**config.mk**
```make
export PLATFORM = sky130hd
export DESIGN_NAME = timestamp_offset_calendar_carry_unit
export DESIGN_NICKNAME = d
export VERILOG_FILES = /design/src/hdl/tsoc_pkg.sv /design/src/hdl/tsoc_shift.sv /design/src/hdl/tsoc_div.sv /design/src/hdl/tsoc_carry.sv /design/src/hdl/timestamp_offset_calendar_carry_unit.sv
export SDC_FILE = /design/constraint.sdc
export NUM_CORES = 1
export LEC_CHECK = 0
export BUFFER_PORTS_ARGS = -buffer_cell sky130_fd_sc_hd__buf_2
export CAP_MARGIN = 20
export CORE_MARGIN = 5
export CORE_UTILIZATION = 56
export CTS_CLUSTER_SIZE = 24
export DETAILED_ROUTE_END_ITERATION = 8
export PLACE_DENSITY = 0.74
export SLEW_MARGIN = 10
export SYNTH_ARGS = -nofsm -noshare
export SYNTH_HDL_FRONTEND = slang
export SYNTH_SLANG_ARGS = --single-unit
```
**constraint.sdc**
```tcl
create_clock -name aclk -period 7.1 [get_ports aclk]
set_input_delay 0.355 -clock aclk [delete_from_list [all_inputs] [get_ports aclk]]
set_output_delay 0.355 -clock aclk [all_outputs]
set_load 0.02 [all_outputs]
```
**src/hdl/tsoc_pkg.sv**
```systemverilog
`timescale 1ns / 1ps
`default_nettype none

package tsoc_pkg;

    localparam logic [29:0] NS_PER_S = 30'd1_000_000_000;
    localparam logic signed [38:0] NS_PER_MIN = 39'sd60_000_000_000;
    localparam logic signed [37:0] SHIFT_LOW = -38'sd60_000_000_000;
    localparam logic signed [37:0] SHIFT_HIGH = 38'sd120_000_000_000;

    // Quotient estimate: floor(x / 1e9) ~= ((x >> 24) * floor(2^44 / 1e9)) >> 20.
    // The estimate is low by at most one.
    localparam logic [14:0] RECIP_NS_PER_S = 15'((64'd1 << 44) / 64'd1_000_000_000);

    // floor(year / 100) == (year * 5243) >> 19 for every 12-bit year.
    localparam logic [12:0] YEAR_DIV100_MUL = 13'd5243;
    localparam logic [12:0] YEARS_PER_CENTURY = 13'd100;

    localparam logic [7:0] SEC_PER_MIN = 8'd60;
    localparam logic [6:0] MIN_PER_HOUR = 7'd60;
    localparam logic [5:0] HOUR_PER_DAY = 6'd24;
    localparam logic [3:0] MONTH_JAN = 4'd1;
    localparam logic [3:0] MONTH_FEB = 4'd2;
    localparam logic [3:0] MONTH_DEC = 4'd12;
    localparam logic [4:0] DAY_FIRST = 5'd1;

    typedef struct packed {
        logic [11:0] year;
        logic [3:0]  month;
        logic [4:0]  day;
        logic [4:0]  hour;
        logic [5:0]  minute;
    } cal_t;

    typedef struct packed {
        cal_t               cal;
        logic [35:0]        secns;
        logic signed [36:0] trig;
    } in_item_t;

    typedef struct packed {
        cal_t cal;
        logic err;
        logic leap;
    } side_t;

    typedef struct packed {
        side_t       side;
        logic [37:0] dividend;
    } div_in_t;

    typedef struct packed {
        side_t       side;
        logic [7:0]  sec;
        logic [29:0] frac;
    } div_out_t;

    typedef struct packed {
        cal_t        cal;
        logic [5:0]  second;
        logic [29:0] frac;
        logic        status;
    } out_item_t;

    function automatic logic [4:0] days_in(input logic [3:0] month, input logic leap);
        logic [4:0] len;
        len = 5'd31;
        if (month == MONTH_FEB) begin
            len = leap ? 5'd29 : 5'd28;
        end else if (month inside {4'd4, 4'd6, 4'd9, 4'd11}) begin
            len = 5'd30;
        end
        return len;
    endfunction

endpackage

`default_nettype wire

```
**src/hdl/tsoc_shift.sv**
```systemverilog
`timescale 1ns / 1ps
`default_nettype none

module tsoc_shift import tsoc_pkg::*; (
    input  wire logic        aclk,
    input  wire logic [1:0]  en,
    input  wire in_item_t    item,
    input  wire logic [36:0] offset,
    output div_in_t          div_in
);

    cal_t               cal_reg;
    logic [35:0]        secns_reg;
    logic signed [37:0] shift_reg;
    logic [5:0]         cent_reg;
    logic signed [37:0] shift_next;
    logic [24:0]        year_prod;
    div_in_t            div_in_reg;
    div_in_t            div_in_next;
    logic signed [38:0] total;
    logic signed [38:0] total_up;
    logic signed [38:0] secns_ext;
    logic signed [38:0] shift_ext;
    logic               range_err;
    logic               neg;
    logic               err;
    logic [12:0]        cent_years;
    logic               div100;

    always_comb begin
        shift_next = $signed({item.trig[36], item.trig}) - $signed({offset[36], offset});
        year_prod = 25'(item.cal.year) * 25'(YEAR_DIV100_MUL);
    end

    always_ff @(posedge aclk) begin
        if (en[0]) begin
            cal_reg   <= item.cal;
            secns_reg <= item.secns;
            shift_reg <= shift_next;
            cent_reg  <= year_prod[24:19];
        end
    end

    always_comb begin
        secns_ext = $signed({3'b000, secns_reg});
        shift_ext = $signed({shift_reg[37], shift_reg});
        total     = secns_ext + shift_ext;
        total_up  = secns_ext + shift_ext + NS_PER_MIN;
        range_err = (shift_reg < SHIFT_LOW) || (shift_reg >= SHIFT_HIGH);
        neg       = total[38];
        err       = range_err || (neg && (cal_reg.minute == 6'd0));

        // A year divisible by 400 is one divisible by 100 whose century count is a multiple of 4.
        cent_years = 13'(cent_reg) * YEARS_PER_CENTURY;
        div100     = (cent_years == {1'b0, cal_reg.year});

        div_in_next           = '0;
        div_in_next.side.cal  = cal_reg;
        div_in_next.side.err  = err;
        div_in_next.side.leap = (cal_reg.year[1:0] == 2'd0) &&
                                (!div100 || (cent_reg[1:0] == 2'd0));
        if (err) begin
            div_in_next.dividend = {2'b00, secns_reg};
        end else if (neg) begin
            div_in_next.dividend       = total_up[37:0];
            div_in_next.side.cal.minute = cal_reg.minute - 6'd1;
        end else begin
            div_in_next.dividend = total[37:0];
        end
    end

    always_ff @(posedge aclk) begin
        if (en[1]) begin
            div_in_reg <= div_in_next;
        end
    end

    assign div_in = div_in_reg;

endmodule

`default_nettype wire

```
**src/hdl/tsoc_div.sv**
```systemverilog
`timescale 1ns / 1ps
`default_nettype none

module tsoc_div import tsoc_pkg::*; (
    input  wire logic [2:0] en,
    input  wire logic       aclk,
    input  wire div_in_t    div_in,
    output div_out_t        div_out
);

    div_in_t      est_in_reg;
    logic [7:0]   est_reg;
    logic [28:0]  est_prod;
    div_in_t      mul_in_reg;
    logic [7:0]   mul_est_reg;
    logic [37:0]  prod_reg;
    logic [37:0]  prod_next;
    logic [38:0]  rem0;
    logic [38:0]  rem1;
    div_out_t     div_out_reg;
    div_out_t     div_out_next;

    assign est_prod = 29'(div_in.dividend[37:24]) * 29'(RECIP_NS_PER_S);

    always_ff @(posedge aclk) begin
        if (en[0]) begin
            est_in_reg <= div_in;
            est_reg    <= est_prod[27:20];
        end
    end

    assign prod_next = 38'(est_reg) * 38'(NS_PER_S);

    always_ff @(posedge aclk) begin
        if (en[1]) begin
            mul_in_reg  <= est_in_reg;
            mul_est_reg <= est_reg;
            prod_reg    <= prod_next;
        end
    end

    // The estimate is exact or one short; the second difference decides which.
    always_comb begin
        rem0 = {1'b0, mul_in_reg.dividend} - {1'b0, prod_reg};
        rem1 = {1'b0, mul_in_reg.dividend} - {1'b0, prod_reg} - 39'(NS_PER_S);
        div_out_next.side = mul_in_reg.side;
        if (!rem1[38]) begin
            div_out_next.sec  = mul_est_reg + 8'd1;
            div_out_next.frac = rem1[29:0];
        end else begin
            div_out_next.sec  = mul_est_reg;
            div_out_next.frac = rem0[29:0];
        end
    end

    always_ff @(posedge aclk) begin
        if (en[2]) begin
            div_out_reg <= div_out_next;
        end
    end

    assign div_out = div_out_reg;

endmodule

`default_nettype wire

```
**src/hdl/tsoc_carry.sv**
```systemverilog
`timescale 1ns / 1ps
`default_nettype none

module tsoc_carry import tsoc_pkg::*; (
    input  wire logic     aclk,
    input  wire logic     en,
    input  wire div_out_t div_out,
    output out_item_t     result
);

    out_item_t  result_reg;
    out_item_t  result_next;
    logic [1:0] min_carry;
    logic [7:0] sec_left;
    logic [6:0] min_sum;
    logic       hour_carry;
    logic [5:0] hour_sum;
    logic       day_carry;
    logic [4:0] month_days;
    cal_t       cal;

    always_comb begin
        cal = div_out.side.cal;

        if (div_out.sec >= 8'(3 * SEC_PER_MIN)) begin
            min_carry = 2'd3;
            sec_left  = div_out.sec - 8'(3 * SEC_PER_MIN);
        end else if (div_out.sec >= 8'(2 * SEC_PER_MIN)) begin
            min_carry = 2'd2;
            sec_left  = div_out.sec - 8'(2 * SEC_PER_MIN);
        end else if (div_out.sec >= SEC_PER_MIN) begin
            min_carry = 2'd1;
            sec_left  = div_out.sec - SEC_PER_MIN;
        end else begin
            min_carry = 2'd0;
            sec_left  = div_out.sec;
        end

        min_sum    = {1'b0, cal.minute} + 7'(min_carry);
        hour_carry = (min_sum >= MIN_PER_HOUR);
        hour_sum   = {1'b0, cal.hour} + 6'(hour_carry);
        day_carry  = (hour_sum >= HOUR_PER_DAY);
        month_days = days_in(cal.month, div_out.side.leap);

        result_next.frac   = div_out.frac;
        result_next.status = div_out.side.err;
        if (div_out.side.err) begin
            result_next.cal    = cal;
            result_next.second = div_out.sec[5:0];
        end else begin
            result_next.second     = sec_left[5:0];
            result_next.cal        = cal;
            result_next.cal.minute = hour_carry ? 6'(min_sum - MIN_PER_HOUR) : min_sum[5:0];
            result_next.cal.hour   = day_carry ? 5'(hour_sum - HOUR_PER_DAY) : hour_sum[4:0];
            if (day_carry) begin
                // A day at or past the month length counts as the last day of the month.
                if (cal.day >= month_days) begin
                    result_next.cal.day = DAY_FIRST;
                    if (cal.month >= MONTH_DEC) begin
                        result_next.cal.month = MONTH_JAN;
                        result_next.cal.year  = cal.year + 12'd1;
                    end else begin
                        result_next.cal.month = cal.month + 4'd1;
                    end
                end else begin
                    result_next.cal.day = cal.day + 5'd1;
                end
            end
        end
    end

    always_ff @(posedge aclk) begin
        if (en) begin
            result_reg <= result_next;
        end
    end

    assign result = result_reg;

endmodule

`default_nettype wire

```
**src/hdl/timestamp_offset_calendar_carry_unit.sv**
```systemverilog
// Shifts a calendar timestamp by a signed trigger time minus the configured offset and
// normalizes seconds, minutes, hours and the Gregorian date, leap years included. One
// transfer is taken per cycle, and each result passes through the divide-by-one-billion
// path (quotient estimate, back-multiply, correction) that splits the nanosecond total
// into seconds and fraction, ahead of the carry into minutes, hours and the date.
// Stalls on the result side are absorbed by empty pipeline stages before the input
// stops. A net shift outside [-60 s, 120 s), or a negative total at minute zero, sets
// m_tuser and returns the input date and time unchanged. Write cfg_wr_data only while
// the pipeline is empty.
`timescale 1ns / 1ps
`default_nettype none

module timestamp_offset_calendar_carry_unit import tsoc_pkg::*; (
    input  wire logic         aclk,
    input  wire logic         aresetn,
    input  wire logic         cfg_wr_en,
    input  wire logic [36:0]  cfg_wr_data,
    input  wire logic         s_tvalid,
    output logic              s_tready,
    // in_year, in_month, in_day, in_hour, in_minute, in_seconds_ns, trigger_time_ns
    input  wire logic [111:0] s_tdata,
    output logic              m_tvalid,
    input  wire logic         m_tready,
    // out_year, out_month, out_day, out_hour, out_minute, out_second, out_frac_ns
    output logic [71:0]       m_tdata,
    // status
    output logic              m_tuser
);

    localparam int STAGES = 7;

    logic [36:0]       offset_reg;
    logic [STAGES-1:0] valid_reg;
    logic [STAGES-1:0] valid_next;
    logic [STAGES-1:0] adv;
    in_item_t          item_reg;
    in_item_t          item_next;
    div_in_t           div_in;
    div_out_t          div_out;
    out_item_t         result;

    always_ff @(posedge aclk) begin
        if (!aresetn) begin
            offset_reg <= '0;
        end else if (cfg_wr_en) begin
            offset_reg <= cfg_wr_data;
        end
    end

    // A stage loads when it is empty or its contents move on in the same cycle.
    always_comb begin
        adv[STAGES-1] = !valid_reg[STAGES-1] || m_tready;
        for (int i = STAGES - 2; i >= 0; i--) begin
            adv[i] = !valid_reg[i] || adv[i+1];
        end
        valid_next = valid_reg;
        if (adv[0]) begin
            valid_next[0] = s_tvalid;
        end
        for (int i = 1; i < STAGES; i++) begin
            if (adv[i]) begin
                valid_next[i] = valid_reg[i-1];
            end
        end
    end

    always_ff @(posedge aclk) begin
        if (!aresetn) begin
            valid_reg <= '0;
        end else begin
            valid_reg <= valid_next;
        end
    end

    always_comb begin
        item_next.cal.year   = s_tdata[11:0];
        item_next.cal.month  = s_tdata[15:12];
        item_next.cal.day    = s_tdata[20:16];
        item_next.cal.hour   = s_tdata[25:21];
        item_next.cal.minute = s_tdata[31:26];
        item_next.secns      = s_tdata[67:32];
        item_next.trig       = $signed(s_tdata[104:68]);
    end

    always_ff @(posedge aclk) begin
        if (adv[0]) begin
            item_reg <= item_next;
        end
    end

    tsoc_shift u_shift (
        .aclk   (aclk),
        .en     (adv[2:1]),
        .item   (item_reg),
        .offset (offset_reg),
        .div_in (div_in)
    );

    tsoc_div u_div (
        .en      (adv[5:3]),
        .aclk    (aclk),
        .div_in  (div_in),
        .div_out (div_out)
    );

    tsoc_carry u_carry (
        .aclk    (aclk),
        .en      (adv[6]),
        .div_out (div_out),
        .result  (result)
    );

    assign s_tready = adv[0];
    assign m_tvalid = valid_reg[STAGES-1];
    assign m_tuser  = result.status;
    assign m_tdata  = {4'b0000, result.frac, result.second, result.cal.minute,
                       result.cal.hour, result.cal.day, result.cal.month, result.cal.year};

endmodule

`default_nettype wire
```
# == Yosys cells after proc, flatten, opt, wreduce, memory -nomap -nowiden ==
# Cells that the tools add are included.
# word_totals
word_cells,150
ff_bits,663
# op_classes
n_eq_ne,6
multipliers,4
n_lt_le_gt_ge,9
n_mux,22
n_addsub,17
n_reduce_logical,24
# op_table
op,count
$mux 38,3
$add 37x38->39,1
$sub 38x38->39,1
$sub 39x30->39 const B,1
$add 38x37->38 const B,1
$ge 38x38->1 const B,1
$lt 38x37->1 const B,1
$sub 37x37->38,1
$mux 36,1
$mux 6,6
$mul 8x21->29 const B,1
$mul 12x13->25 const B,1
$mul 14x12->25 const B,1
$sub 6x6->6 const B,4
$mux 21,1
$mux 16,1
$mux 5,3
$eq 13x12->1,1
$add 12x1->12 const B,1
$mux 12,1
$mul 6x5->11 const B,1
$logic_or 1x1->1,10
$add 8x1->8 const B,1
$eq 4x3->1 const B,2
other kinds (23),36

# == Longest topological paths before layout ==
# logic_depth
depth_word,10
mapped_depth,28

# == Modules after synthesis ==
# Synthesis repeated with hierarchy kept, for this count alone.
# hier_totals
hier_cells,3098
hier_area_um2,38222.9
# by_module_without_submodules
module,n_inst,cells_each,area_each_um2
tsoc_div,1,1168,15406.0
tsoc_shift,1,1357,14218.6
timestamp_offset_calendar_carry_unit,1,260,4874.7
tsoc_carry,1,313,3723.6

# == Least setup slack after synthesis ==
# No wires, ideal clock.
# synth_timing
path_kind,reg-to-reg
startpoint,"reg u_div.div_out_reg, in the netlist u_div.div_out[32]"
endpoint,"reg u_carry.result_reg, in the netlist u_carry.result[68], data pin"
slack_ps,1843
setup_time_ps,258
synth_period_minus_slack_ps,5257
path_stages_with_launch,26
path_buffers,0
arrival_time_ps,4999
required_time_ps,6842
cell_sequence,edfxtp_1 > inv_1 > ha_1 > a21oi_1 > o21bai_1 > o21ai_0 > ha_1 > inv_1 > fa_1 > xnor2_1 > ha_1 > nand2_1 > nor3_1 > a22oi_1 > o21ai_1 > ha_1 > ha_1 > nand2_1 > nor3_1 > o21ai_0 > a21o_1 > nor3_1 > and2_1 > nand4_1 > or4_1 > xnor2_1
# synth_lines
item,line,source
"start, declared",tsoc_div.sv:20,div_out_t div_out_reg;
"start signal, assigned",tsoc_div.sv:58,div_out_reg <= div_out_next;
"end signal, assigned",tsoc_carry.sv:74,result_reg <= result_next;
"end, declared",tsoc_carry.sv:11,out_item_t result_reg;

==> run summary <==
GRT Max-Usage Layer = met2
reg-to-reg startpoint = u_div.div_out[32]
Starting Density = 0.565
I/O Buffers = 217
mapped cell area = 37100 um^2
Post-Layout Cell Count = 4226
post-CTS sizing = 0
Sink Count = 661
commonest non-fill, non-tap cell in the layout = edfxtp_1
most frequent CP cell = ha_1
Worst EP required = 7.44 ns
multi-input combinational cell area = 16200 um^2
Ys Warns = 0
DR DRC count = 0
status = complete, no violations
number of synthesized register bits = 661
Tcrit/Tclk final = 0.922
final hold vios = 0
Post-DRT Antenna Nets = 0
H-tree Lvls = 3
ys async rst share = 0
final WL = 75800 um
Core ar. = 65700 um^2
final design area excluding fillers = 42700 um^2
diode count = 0
drt via density = 5.48
share of layout cells above drive strength 1 = 0.114
post-synth cell types = 87
Syn Inst Count = 2924
Max-Cap Viols = 0
largest net degree at the start of global routing = 81
Chip Width = 267 um
GRT overflow = 0
Worst setup EP type = flop
Post-CTS Setup Inserts = 0
worst rel slew slack = 0.328
WHS Path Cells = 3
Placement Cell Area = 39200 um^2
sum of negative setup slack = 0 ns
Post-synth EDFFs = 617
Clock Path Buffers = 3
top-level port count = 229
Sequential Area = 19400 um^2
Max stage delay on crit path = 0.67 ns
TritonCTS buffer count = 69
worst hold path type = input port to flop
DR vias = 23200
first-pass GRT wire length = 124000 um
ys flop type = edfxtp_1
Reg2Reg Depth = 25
most frequent cells in the layout = 617 x edfxtp_1, 368 x ha_1, 342 x inv_1
dpl hpwl = 55200 um
WHS Endpoint = offset_reg[36]
CTS Hold Buffers Added = 130
dpl cells = 3974
M2 GR Usage = 0.373
Reg2Reg Setup Slack = 0.55 ns
grt met1 use = 0.282
WL/cell = 17.9 um
final setup violation count = 0
RSZ-0062 raised after global routing = no
Reg-to-Reg End = u_carry.result[68]
clock-pin transition on the worst setup and hold timing paths = 0.06 ns
die footprint = 71500 um^2
Final Net Count = 3972
area grow syn2layout = 15.1%
# rows = 94
gpl congestion = 0.893
worst-path maximum fanout = 8
Crit-path slowest cell = nor3_1
M3 GR Usage = 0.0327
Setup CP Type = flop to flop
gr usage total = 0.214
Worst path top cell family by delay = simple AND/OR/NAND/NOR gates
fillers = 4730
Worst setup SP type = flop
Largest register FFs = 105
later-pin clock latency in the skew report = 0.61 ns
CP arrival = 6.88 ns
Synth area leaders = edfxtp_1 50%, ha_1 12%, fa_1 7.4%
Yosys top cell area share = 0.499
initial antenna violation count = 0
CTS root buf = clkbuf_16
DR iter-0 viols = 1420
TritonCTS clock tree = built
Slew Limit Fails = 0
Worst Clk Skew = 0.0259 ns
min-delay src = cfg_wr_data[36]
Die Span Y = 267 um
Tmin final = 6.55 ns
top cell type by total area after synthesis = edfxtp_1
Crit path buffers/inverters = 2
first-pass iteration count of the detailed router = 5
Seq/Total Area, Yosys = 0.523
Worst-Margin Slew = 1.01 ns
vias in the first global route = 24400
mean area per synthesized cell = 12.7 um^2
Fmax = 153 MHz
-- layout make-up --
class,count,share of cell area
inverter,347,0.0306
clock buffer,89,0.0434
sequential,661,0.454
multi-input combinational,1875,0.380
tap,864,0.0253
clock inverter,32,0.00829
timing repair buffer,358,0.0581
-- cell usage after synthesis (13+ instances only) --
master,number
nand4_1,22
o21ai_0,112
xor2_1,69
nand2b_1,24
nand3_1,42
nand2_1,151
clkbuf_1,23
buf_2,13
edfxtp_1,617
o21a_1,26
inv_1,346
a21o_1,66
nor2b_1,71
o21bai_1,19
fa_1,138
nor3_1,49
o211ai_1,14
dfxtp_1,44
and3_1,18
xnor2_1,145
a21oi_1,133
a31oi_1,15
mux2i_1,45
ha_1,368
nor2_1,120
nor4_1,19
-- per-stage QoR --
step,hold WS [ns],worst slack (ns),util
global route,0.0311,0.0136,0.650
floorplan,0.400,1.84,-
detailed placement,0.405,0.703,0.596
finish,0.0278,0.553,0.650
global placement,0.400,1.24,0.596
CTS,0.000273,0.670,0.649
-- per-layer routing --
metal  routed length, um  share of wire
met1               32400           0.43
met2               37900           0.50
met3                3650          0.048
met4                1920          0.025
met5                   0              0
-- tightest hold or removal path: cells and delay by family --
kind | cells | cell delay (ns)
multiplexers | 1 | 0.06
buffers and inverters | 1 | 0.07
AND/OR/NAND/NOR | 1 | 0.10
-- worst max-delay path by stage --
stage                                    end  cells past startpoint  slack [ns]              start
after floorplan           u_carry.result[68]                     25        1.84  u_div.div_out[32]
after global placement    u_carry.result[68]                     26        1.24  u_div.div_out[33]
after detailed placement  u_carry.result[68]                     25        0.70  u_div.div_out[32]
after CTS                 u_carry.result[68]                     25        0.67  u_div.div_out[32]
after global routing      u_carry.result[68]                     25        0.01  u_div.div_out[32]
final                     u_carry.result[68]                     25        0.55  u_div.div_out[32]
-- cells by family (layout without fill, tap and decap cells) --
| family | Yosys count | count (layout) | share of synthesized area |
|---|---|---|---|
| buf+inv | 391 | 826 | 0.0406 |
| flops | 661 | 661 | 0.523 |
| other cells | 1 | 4 | 0.000101 |
| simple gates | 576 | 576 | 0.0778 |
| compound gates | 513 | 513 | 0.0923 |
| mux | 62 | 62 | 0.0173 |
| fa+ha+maj | 506 | 506 | 0.198 |
| xor+xnor | 214 | 214 | 0.0505 |
Power is not shown: default switching activity piles up to over one toggle a cycle in this logic, so the estimate is an artifact.
